<file path="config.mk">
export PLATFORM = sky130hd
export DESIGN_NAME = priority_ready_queue_core
export DESIGN_NICKNAME = d
export VERILOG_FILES = /design/src/rtl/prq_pkg.sv /design/src/rtl/prq_ram.sv /design/src/rtl/prq_slot_map.sv /design/src/rtl/priority_ready_queue_core.sv
export SDC_FILE = /design/constraint.sdc
export NUM_CORES = 1
export LEC_CHECK = 0
export BUFFER_PORTS_ARGS = -buffer_cell sky130_fd_sc_hd__clkbuf_2
export CAP_MARGIN = 20
export CORE_ASPECT_RATIO = 0.6
export CORE_MARGIN = 1.5
export CORE_UTILIZATION = 37
export CTS_CLUSTER_DIAMETER = 100
export DETAILED_ROUTE_END_ITERATION = 16
export PLACE_DENSITY = 0.61
export SYNTH_ARGS = -nofsm -noshare
export SYNTH_HDL_FRONTEND = slang
export SYNTH_HIERARCHICAL = 1
export SYNTH_SLANG_ARGS = --single-unit
</file>
<file path="constraint.sdc">
create_clock -name clock -period 7.85 [get_ports clock]
set_input_delay 0.3925 -clock clock [delete_from_list [all_inputs] [get_ports clock]]
set_output_delay 0.3925 -clock clock [all_outputs]
set_load 0.005 [all_outputs]
</file>
<file path="src/rtl/prq_pkg.sv">
package prq_pkg;

   localparam int ID_W     = 8;
   localparam int PRI_W    = 8;
   localparam int STATUS_W = 2;
   localparam int OCC_W    = 5;

   localparam logic OP_ENQUEUE = 1'b0;
   localparam logic OP_DEQUEUE = 1'b1;

   localparam logic [STATUS_W-1:0] STATUS_OK    = 2'd0;
   localparam logic [STATUS_W-1:0] STATUS_EMPTY = 2'd1;
   localparam logic [STATUS_W-1:0] STATUS_FULL  = 2'd2;

   typedef struct packed {
      logic [ID_W-1:0]  id;
      logic [PRI_W-1:0] pri;
   } entry_type;

   localparam int ENTRY_W = $bits(entry_type);

endpackage

</file>
<file path="src/rtl/prq_ram.sv">
module prq_ram #(
   parameter int WIDTH = 16,
   parameter int DEPTH = 16
) (
   input  logic                     clock,
   input  logic                     wr_en,
   input  logic [$clog2(DEPTH)-1:0] wr_addr,
   input  logic [WIDTH-1:0]         wr_data,
   input  logic                     rd_en,
   input  logic [$clog2(DEPTH)-1:0] rd_addr,
   output logic [WIDTH-1:0]         rd_data
);

   logic [WIDTH-1:0] mem_ff [DEPTH];
   logic [WIDTH-1:0] rd_data_ff;

   always_ff @(posedge clock) begin
      if (wr_en) begin
         mem_ff[wr_addr] <= wr_data;
      end
      if (rd_en) begin
         rd_data_ff <= mem_ff[rd_addr];
      end
   end

   assign rd_data = rd_data_ff;

endmodule

</file>
<file path="src/rtl/prq_slot_map.sv">
module prq_slot_map #(
   parameter int DEPTH = 16
) (
   input  logic [$clog2(DEPTH)-1:0] head,
   input  logic [$clog2(DEPTH)-1:0] slot,
   output logic [$clog2(DEPTH)-1:0] addr
);

   localparam int AW = $clog2(DEPTH);

   logic [AW:0] sum;
   logic [AW:0] wrapped;

   // logical slot to ring address: one add, one compare and subtract
   always_comb begin
      sum     = {1'b0, head} + {1'b0, slot};
      wrapped = sum - (AW+1)'(DEPTH);
      addr    = (sum >= (AW+1)'(DEPTH)) ? wrapped[AW-1:0] : sum[AW-1:0];
   end

endmodule

</file>
<file path="src/rtl/priority_ready_queue_core.sv">
// Stable priority ready queue of up to DEPTH entries held in a ring buffer in one RAM.
// Pulse start while busy is low; exactly one result comes back on rsp_valid for one
// cycle, in the first cycle that busy is low again, and it cannot be stalled, so sample
// it then. A dequeue keeps busy high for 1 cycle. An enqueue walks from the tail toward
// the head, moving each lower-priority entry up one slot: each move is a read step
// (ST_ENQ_STEP) then a write step (ST_ENQ_CMP) through the single RAM port pair, and
// the walk ends by writing the new entry in its slot, or at the head if it gets there.
// Rejected items (dequeue when empty, enqueue when full) report the cycle after start.
module priority_ready_queue_core #(
   parameter int DEPTH = 16
) (
   input  logic                           clock,
   input  logic                           reset,
   input  logic                           start,
   output logic                           busy,
   input  logic                           req_operation,
   input  logic [prq_pkg::ID_W-1:0]       req_proc_id,
   input  logic [prq_pkg::PRI_W-1:0]      req_proc_priority,
   output logic                           rsp_valid,
   output logic [prq_pkg::STATUS_W-1:0]   rsp_status,
   output logic [prq_pkg::ID_W-1:0]       rsp_head_id,
   output logic [prq_pkg::PRI_W-1:0]      rsp_head_priority,
   output logic [prq_pkg::OCC_W-1:0]      rsp_occupancy
);

   localparam int AW = $clog2(DEPTH);
   localparam int CW = $clog2(DEPTH + 1);

   typedef enum logic [1:0] {
      ST_IDLE,
      ST_ENQ_STEP,
      ST_ENQ_CMP,
      ST_DEQ_DONE
   } state_type;

   state_type             state_ff,  state_in;
   logic [AW-1:0]         head_ff,   head_in;
   logic [CW-1:0]         count_ff,  count_in;
   logic [AW-1:0]         slot_ff,   slot_in;
   prq_pkg::entry_type    new_ff,    new_in;
   logic                  valid_ff,  valid_in;
   logic [prq_pkg::STATUS_W-1:0] status_ff, status_in;
   logic [prq_pkg::ID_W-1:0]     hid_ff,    hid_in;
   logic [prq_pkg::PRI_W-1:0]    hpri_ff,   hpri_in;
   logic [prq_pkg::OCC_W-1:0]    occ_ff,    occ_in;

   logic                  wr_en;
   logic [AW-1:0]         wr_addr;
   prq_pkg::entry_type    wr_entry;
   logic                  rd_en;
   logic [AW-1:0]         rd_addr;
   logic [prq_pkg::ENTRY_W-1:0] rd_data;
   prq_pkg::entry_type    rd_entry;

   logic [AW-1:0]         map_slot;
   logic [AW-1:0]         map_addr;
   logic [CW-1:0]         count_up;
   logic [CW-1:0]         count_dn;

   assign rd_entry = prq_pkg::entry_type'(rd_data);
   assign count_up = count_ff + CW'(1);
   assign count_dn = count_ff - CW'(1);
   assign map_slot = (state_ff == ST_ENQ_CMP) ? slot_ff : slot_ff - AW'(1);

   prq_slot_map #(.DEPTH(DEPTH)) u_slot_map (
      .head (head_ff),
      .slot (map_slot),
      .addr (map_addr)
   );

   prq_ram #(.WIDTH(prq_pkg::ENTRY_W), .DEPTH(DEPTH)) u_ram (
      .clock   (clock),
      .wr_en   (wr_en),
      .wr_addr (wr_addr),
      .wr_data (wr_entry),
      .rd_en   (rd_en),
      .rd_addr (rd_addr),
      .rd_data (rd_data)
   );

   always_comb begin
      state_in  = state_ff;
      head_in   = head_ff;
      count_in  = count_ff;
      slot_in   = slot_ff;
      new_in    = new_ff;
      valid_in  = 1'b0;
      status_in = status_ff;
      hid_in    = hid_ff;
      hpri_in   = hpri_ff;
      occ_in    = occ_ff;
      wr_en     = 1'b0;
      wr_addr   = map_addr;
      wr_entry  = new_ff;
      rd_en     = 1'b0;
      rd_addr   = map_addr;

      unique case (state_ff)
         ST_IDLE: begin
            if (start) begin
               new_in.id  = req_proc_id;
               new_in.pri = req_proc_priority;
               status_in  = prq_pkg::STATUS_OK;
               hid_in     = '0;
               hpri_in    = '0;
               occ_in     = prq_pkg::OCC_W'(count_ff);
               if (req_operation == prq_pkg::OP_ENQUEUE) begin
                  if (count_ff == CW'(DEPTH)) begin
                     status_in = prq_pkg::STATUS_FULL;
                     valid_in  = 1'b1;
                  end else begin
                     slot_in  = count_ff[AW-1:0];
                     state_in = ST_ENQ_STEP;
                  end
               end else begin
                  if (count_ff == '0) begin
                     status_in = prq_pkg::STATUS_EMPTY;
                     valid_in  = 1'b1;
                  end else begin
                     rd_en    = 1'b1;
                     rd_addr  = head_ff;
                     state_in = ST_DEQ_DONE;
                  end
               end
            end
         end
         ST_ENQ_STEP: begin
            if (slot_ff == '0) begin
               // reached the head: new entry goes first
               wr_en    = 1'b1;
               wr_addr  = head_ff;
               count_in = count_up;
               occ_in   = prq_pkg::OCC_W'(count_up);
               valid_in = 1'b1;
               state_in = ST_IDLE;
            end else begin
               rd_en    = 1'b1;
               state_in = ST_ENQ_CMP;
            end
         end
         ST_ENQ_CMP: begin
            wr_en = 1'b1;
            if (rd_entry.pri >= new_ff.pri) begin
               count_in = count_up;
               occ_in   = prq_pkg::OCC_W'(count_up);
               valid_in = 1'b1;
               state_in = ST_IDLE;
            end else begin
               // move the lower-priority entry up one slot
               wr_entry = rd_entry;
               slot_in  = slot_ff - AW'(1);
               state_in = ST_ENQ_STEP;
            end
         end
         ST_DEQ_DONE: begin
            hid_in   = rd_entry.id;
            hpri_in  = rd_entry.pri;
            head_in  = (head_ff == AW'(DEPTH - 1)) ? '0 : head_ff + AW'(1);
            count_in = count_dn;
            occ_in   = prq_pkg::OCC_W'(count_dn);
            valid_in = 1'b1;
            state_in = ST_IDLE;
         end
         default: begin
            state_in = ST_IDLE;
         end
      endcase
   end

   always_ff @(posedge clock) begin
      if (reset) begin
         state_ff <= ST_IDLE;
         head_ff  <= '0;
         count_ff <= '0;
         valid_ff <= 1'b0;
      end else begin
         state_ff <= state_in;
         head_ff  <= head_in;
         count_ff <= count_in;
         valid_ff <= valid_in;
      end
      slot_ff   <= slot_in;
      new_ff    <= new_in;
      status_ff <= status_in;
      hid_ff    <= hid_in;
      hpri_ff   <= hpri_in;
      occ_ff    <= occ_in;
   end

   assign busy              = (state_ff != ST_IDLE);
   assign rsp_valid         = valid_ff;
   assign rsp_status        = status_ff;
   assign rsp_head_id       = hid_ff;
   assign rsp_head_priority = hpri_ff;
   assign rsp_occupancy     = occ_ff;

endmodule

</file>
After elaboration in Yosys (flattened, before gate mapping)
Memories as Yosys holds them, arrays and structs flattened. A register that Yosys moved wholly into a read port is not among the register bits.
Cells that the tools add are included.
- reduce and logical (&&, ||, !) cells: 13
- add/sub/neg operators: 6
- multiplexer cells: 49
- equal/unequal tests: 13
- magnitude comparators: 2
- operator list (operator ; number):
    2-to-1 mux 4 bit ; 13
    2-to-1 mux 16 bit ; 2
    one-hot mux 8 bit (2 select lines) ; 2
    one-hot mux 5 bit (4 select lines) ; 1
    2-to-1 mux 5 bit ; 3
    one-hot mux 5 bit (3 select lines) ; 1
    2-to-1 mux 1 bit ; 14
    2-to-1 mux 2 bit ; 7
    inequality test 2 bit (second input constant) ; 5
    AND reduction 3 bit ; 3
    greater-or-equal comparator 8 bit ; 1
    2-to-1 mux 8 bit ; 1
    one-hot mux 2 bit (4 select lines) ; 1
    one-hot mux 4 bit (2 select lines) ; 1
    subtractor 4 x 1 -> 4 bit (second input constant) ; 2
    inequality test 3 bit (second input constant) ; 2
    nonzero test 2 bit ; 3
    adder 4 x 4 -> 5 bit ; 1
    adder 5 x 1 -> 5 bit (second input constant) ; 1
    == test 5 bit (second input constant) ; 1
    greater-or-equal comparator 5 bit (second input constant) ; 1
    logical NOT 5 bit ; 1
    AND reduction 5 bit ; 1
    subtractor 5 x 1 -> 5 bit (second input constant) ; 1
    11 further kinds ; 14
- RAM bits: 256
- memories: 1
- flip-flop bits (word level): 55
- word-level logic and storage cells: 95
- output and inout port bits: 25
- input port bits: 20
- memories (memory ; depth ; width ; rd ports ; clocked after Yosys merged registers in ; write ports ; line ; RTL):
    u_ram.mem_ff ; 16 ; 16 ; 1 ; 1 ; 1 ; prq_ram.sv:14 ; logic [WIDTH-1:0] mem_ff [DEPTH];

Depth between registers and ports, before layout
- depth in word-level cells: 9
- gate-level depth with buffers: 16
- mapped depth without buffers: 12

By module
Netlist, hierarchy kept.
- by module, submodules not included (module ; area an instance (µm²) ; cells an instance ; instances ; seq. area each (µm²)):
    prq_ram ; 10202.3 ; 432 ; 1 ; 8167.8
    priority_ready_queue_core ; 2996.6 ; 272 ; 1 ; 1531.5
    prq_slot_map ; 115.1 ; 13 ; 1 ; 0.0

Worst setup path after synthesis
No wires, ideal clock.
- kind: register -> register
- from: register state_ff[0]
- to: memory u_ram.mem_ff[0][0] (enable)
- setup time: 0.409 ns
- arrival: 3.830 ns
- cell stages (with the launch flop): 13
- required time: 7.441 ns
- period minus slack after synthesis: 4.239 ns
- slack: 3.611 ns
- buffers on the path: 2
- cells stage by stage: dfxtp_1 > inv_1 > ha_1 > clkbuf_1 > clkbuf_1 > o21ai_0 > ha_1 > a21o_1 > a21oi_2 > xnor2_1 > mux2_2 > or3b_2 > nor3_1
- longest elaborated chain between the ends: 7
- RTL lines (element ; line ; RTL):
    start: declaration ; priority_ready_queue_core.sv:36 ; state_type state_ff, state_in;
    start signal: assignment ; priority_ready_queue_core.sv:177 ; state_ff <= state_in;
    == test 2 bit (*) ; priority_ready_queue_core.sv:63 ; assign map_slot = (state_ff == ST_ENQ_CMP) ? slot_ff : slot_ff - AW'(1);
    2-to-1 mux 4 bit (*) ; priority_ready_queue_core.sv:63 ;
    net map_slot[1] ; priority_ready_queue_core.sv:55 ; logic [AW-1:0] map_slot;
    adder 4 x 4 -> 5 bit (*) ; prq_slot_map.sv:16 ; sum = {1'b0, head} + {1'b0, slot};
    subtractor 4 x 1 -> 4 bit / greater-or-equal comparator 5 bit (equally long branches) ; prq_slot_map.sv:17, prq_slot_map.sv:18 ;
    2-to-1 mux 4 bit (*) ; prq_slot_map.sv:18 ; addr = (sum >= (AW+1)'(DEPTH)) ? wrapped[AW-1:0] : sum[AW-1:0];
    net map_addr[3] ; priority_ready_queue_core.sv:56 ; logic [AW-1:0] map_addr;
    2-to-1 mux 4 bit ; priority_ready_queue_core.sv:128 ; if (slot_ff == '0) begin
    2-to-1 mux 4 bit (*) ; priority_ready_queue_core.sv:98 ; unique case (state_ff)
    net wr_addr[3] ; priority_ready_queue_core.sv:48 ; logic [AW-1:0] wr_addr;
    end: declaration ; prq_ram.sv:14 ;
Mark *: on every way through the listed nets, which the timed path passes. The rest lies on a longest branch.

Worst setup path after layout
- from: register state_ff[0]
- to: register u_ram.rd_data_ff[11] (netlist: u_ram/rd_data[11]), read port of u_ram.mem_ff (data pin)
- longest elaborated chain between the ends: 9
- RTL lines (element ; line ; RTL):
    == test 2 bit ; priority_ready_queue_core.sv:63 ;
    2-to-1 mux 4 bit ; priority_ready_queue_core.sv:63 ;
    adder 4 x 4 -> 5 bit ; prq_slot_map.sv:16 ;
    subtractor 4 x 1 -> 4 bit / greater-or-equal comparator 5 bit (equally long branches) ; prq_slot_map.sv:17, prq_slot_map.sv:18 ;
    2-to-1 mux 4 bit ; prq_slot_map.sv:18 ;
    2-to-1 mux 4 bit ; priority_ready_queue_core.sv:116 ; if (count_ff == '0) begin
    2-to-1 mux 4 bit ; priority_ready_queue_core.sv:107 ; if (req_operation == prq_pkg::OP_ENQUEUE) begin
    2-to-1 mux 4 bit ; priority_ready_queue_core.sv:100 ; if (start) begin
    2-to-1 mux 4 bit (*) ; priority_ready_queue_core.sv:98 ;
    net rd_addr[0] ; priority_ready_queue_core.sv:51 ; logic [AW-1:0] rd_addr;
    end: declaration ; prq_ram.sv:15 ; logic [WIDTH-1:0] rd_data_ff;
Marked as above.
A chain may end at the register's enable or synchronous reset.

==> out/qor.txt <==
Static leakage: 5.10 nW
Max-cap violations: 0
Slew headroom: 0.245
Worst-path clk slew: 70 ps
Area after DPL: 14200 um^2
R2R cell count: 10
Netlist cell types: 57
WHS Path Cells: 1
Reg2reg end: u_ram/rd_data[11]
Iteration count of the initial detailed-routing pass: 11
Number of cell rows: 53
Setup slack, reg-to-reg: 2960 ps
Slew Limit Fails: 0
P&R area growth vs syn: 14.8%
Max Fanout on Critical Path: 39
DR top layer: met4
FF+latch count, synth: 327
Minimum clock period: 4890 ps
CTS tree: done
Die width: 248 um
Via density: 5.39
Cts bufs inserted: 28
Clk buf depth: 3
Worst hold path class: primary input to register
Layout cell share with drive strength beyond 1: 0.271
Place WS: 2890 ps
Initial antenna violation count: 0
Post-Syn Area per Cell: 18.6 um^2
Cells resized by post-CTS repair: 0
Status: finished, violations left
Top_reg_cell synth: edfxtp_1
Critical Path Sink Type: register
Async S/R FF share, synth: 0
Failing checks: design-rule violations
Yosys warns: 6
Drc violations: 3
Worst R2R Start: state_ff[0]
Number of I/O pins: 45
M1 WL: 14.6 mm
Core Area: 35200 um^2
WL met2: 12.8 mm
Final Core Density: 0.434
Iter 0 DRT Violations: 730
Fin area: 15300 um^2
RSZ-0062 raised after global routing: no
Sequential element share of the synthesized area: 0.729
Post-synthesis cell count: 717
Vias: 6919
Setup WS post-layout: 2960 ps
Hold_ws: 26.8 ps
Worst-Margin Slew: 1130 ps
Peak VDD IR: 192 uV
DIE AREA: 37200 um^2
HPWL after detailed placement: 17.9 mm
Fmax: 0.205 GHz
Crit Path Category: register to register
Clk_skew: 13.5 ps
Crit path DAT: 5200 ps
Routed wire length per instance: 23.6 um
Met3 routed WL: 2.39 mm
Final period util: 0.622
Power Dens Cells: 366 nW/um^2
Total gr overflow: 0
Clock latency on the worst-skew pair: 560 ps
Setup crit start kind: register
Die height: 150 um
H-Tree Depth: 1
Final-report setup violation count: 0
Net count after synthesis: 758
Post-synth EDFFs: 315
Count of final hold-check violations: 0
Worst Path Required: 8160 ps
Total GRT Usage: 0.166
Num Clock Sinks: 327
Antenna cells: 0
Post-Route WL: 30.2 mm
Pin count of the biggest net entering global routing: 65
Initial Util: 0.378
CP startpoint: state_ff[0]
Placer Congestion: 0.854
First-pass GRT wire length: 44.4 mm
Worst setup path endpoint: u_ram/rd_data[11]
Netlist Area Pre-Place: 13300 um^2
Port Buffers: 44
CTS root buf: clkbuf_16
Final net count: 836
ANT nets after route: 0
Post-route setup TNS: 0 ps
Vias in the first global route: 6764
-- flip-flops by register name, summed over array words and instances (netlist names), 4 cells and up --
| signal | cells |
|---|---|
| count_ff | 5 |
| u_ram/mem_ff | 256 |
| head_ff | 4 |
| rsp_head_id | 8 |
| slot_ff | 4 |
| new_ff | 16 |
| u_ram/rd_data | 16 |
| rsp_occupancy | 5 |
| rsp_head_priority | 8 |
-- area by class of cell --
type                            instances  area [um^2]
Multi-Input combinational cell        329         3390
Clock inverter                         20          244
Fill cell                            3055        19900
Timing Repair Buffer                   82          552
Clock buffer                           31          712
Sequential cell                       327         9700
Tap cell                              467          584
Inverter                               27          101
-- cell usage in the layout, fill, tap and decap left out, types with 4 or more instances in the layout --
master           n
nor3_2           4
nor2_2          12
bufinv_16        5
nand2b_1         4
clkbuf_2        44
clkinv_2         9
xnor2_1          7
o21ai_0         18
xor2_1           4
or3_1            4
nand2_1         39
mux4_2          54
and2_1          16
dfxtp_1         12
mux2_2          16
a22oi_1         33
mux4_1          10
clkbuf_16       28
ha_1            20
edfxtp_1       315
nand3_1          4
nor2_1          19
dlygate4sd3_1    6
buf_4           29
inv_1           26
a21oi_1         15
-- metrics by stage --
step | total power [W] | cells
4_1_cts | 0.00562 | 1279
6_report | 0.00560 | 1283
3_5_place_dp | 0.00418 | 1223
2_1_floorplan | 0.00366 | 717
3_3_place_gp | 0.00415 | 1223
5_1_grt | 0.00588 | 1283
-- cells in the mapped netlist (2+ instances only) --
| master | n | share of area |
|---|---|---|
| buf_6 | 5 | 0.0042 |
| o21ai_0 | 19 | 0.0071 |
| and2_1 | 16 | 0.0075 |
| nor3b_1 | 2 | 0.0011 |
| mux4_1 | 10 | 0.020 |
| edfxtp_1 | 315 | 0.71 |
| nor3_1 | 7 | 0.0026 |
| mux2i_1 | 3 | 0.0023 |
| a31oi_1 | 3 | 0.0014 |
| or3_1 | 4 | 0.0019 |
| xor2_1 | 4 | 0.0026 |
| nor2b_1 | 3 | 0.0014 |
| nand3b_1 | 2 | 0.0011 |
| nand3_1 | 4 | 0.0015 |
| dfxtp_1 | 12 | 0.018 |
| clkbuf_1 | 16 | 0.0045 |
| buf_4 | 3 | 0.0017 |
| buf_1 | 4 | 0.0011 |
| nand2b_1 | 4 | 0.0019 |
| a21oi_1 | 15 | 0.0056 |
| mux2_2 | 17 | 0.014 |
| mux4_2 | 54 | 0.091 |
| a21o_1 | 2 | 0.0011 |
| o31ai_1 | 3 | 0.0017 |
| nor2_1 | 31 | 0.0087 |
| a211oi_1 | 2 | 0.0011 |
| a22oi_1 | 33 | 0.019 |
| ha_1 | 20 | 0.019 |
| inv_1 | 26 | 0.0073 |
| buf_2 | 6 | 0.0023 |
| nand2_1 | 39 | 0.011 |
| xnor2_1 | 7 | 0.0046 |
| o211ai_1 | 2 | 0.0011 |
-- critical path: stages, from the launching register on --
cell     delay, ps
dfxtp_1        340
inv_1           90
ha_1           550
nand2_1        210
inv_1          770
o211a_1        390
mux2_4         740
buf_4          580
mux4_2         570
a22oi_1        250
nand2_1         90
-- power by group --
part	switching [W]	total, W	internal [W]	leakage [nW]
clock	0.000626	0.00145	0.000823	0.473
combinational	0.00105	0.00182	0.000770	1.65
sequential	0.0000830	0.00233	0.00225	2.97
total	0.00176	0.00560	0.00384	5.10
-- repair_timing --
item                                   4_1_cts  5_1_grt
endpoints found under the hold margin        5        1
hold buffers                                 5        1
buffers inserted                             0        0
-- cells by family (layout without fill, tap and decap cells) --
kind of cell / count (synthesis) / after routing / synth area share
AO/OA/AOI/OAI: 94 / 94 / 0.0511
XOR/XNOR: 11 / 11 / 0.00724
adder cells (fa/ha/maj): 21 / 21 / 0.0203
buffers and inverters: 61 / 160 / 0.0214
flip-flops: 327 / 327 / 0.729
multiplexers: 85 / 85 / 0.129
AND/OR/NAND/NOR: 118 / 118 / 0.0429
-- routing by layer --
metal	GRT usage	up-vias
li1	-	3038
met1	0.262	3591
met2	0.233	256
met3	0.0380	34
met4	0.0327	0
met5	0	-
-- how the worst min path moves through the flow --
stage                          from              to  slack, ps
2_1_floorplan  req_proc_priority[0]       new_ff[0]        490
3_3_place_gp      u_ram/rd_data[10]  rsp_head_id[2]        540
3_5_place_dp      u_ram/rd_data[10]  rsp_head_id[2]        540
4_1_cts              req_proc_id[4]      new_ff[12]          1
5_1_grt              req_proc_id[7]      new_ff[15]          7
6_report             req_proc_id[7]      new_ff[15]         30
(Power assumes the default switching activity.)
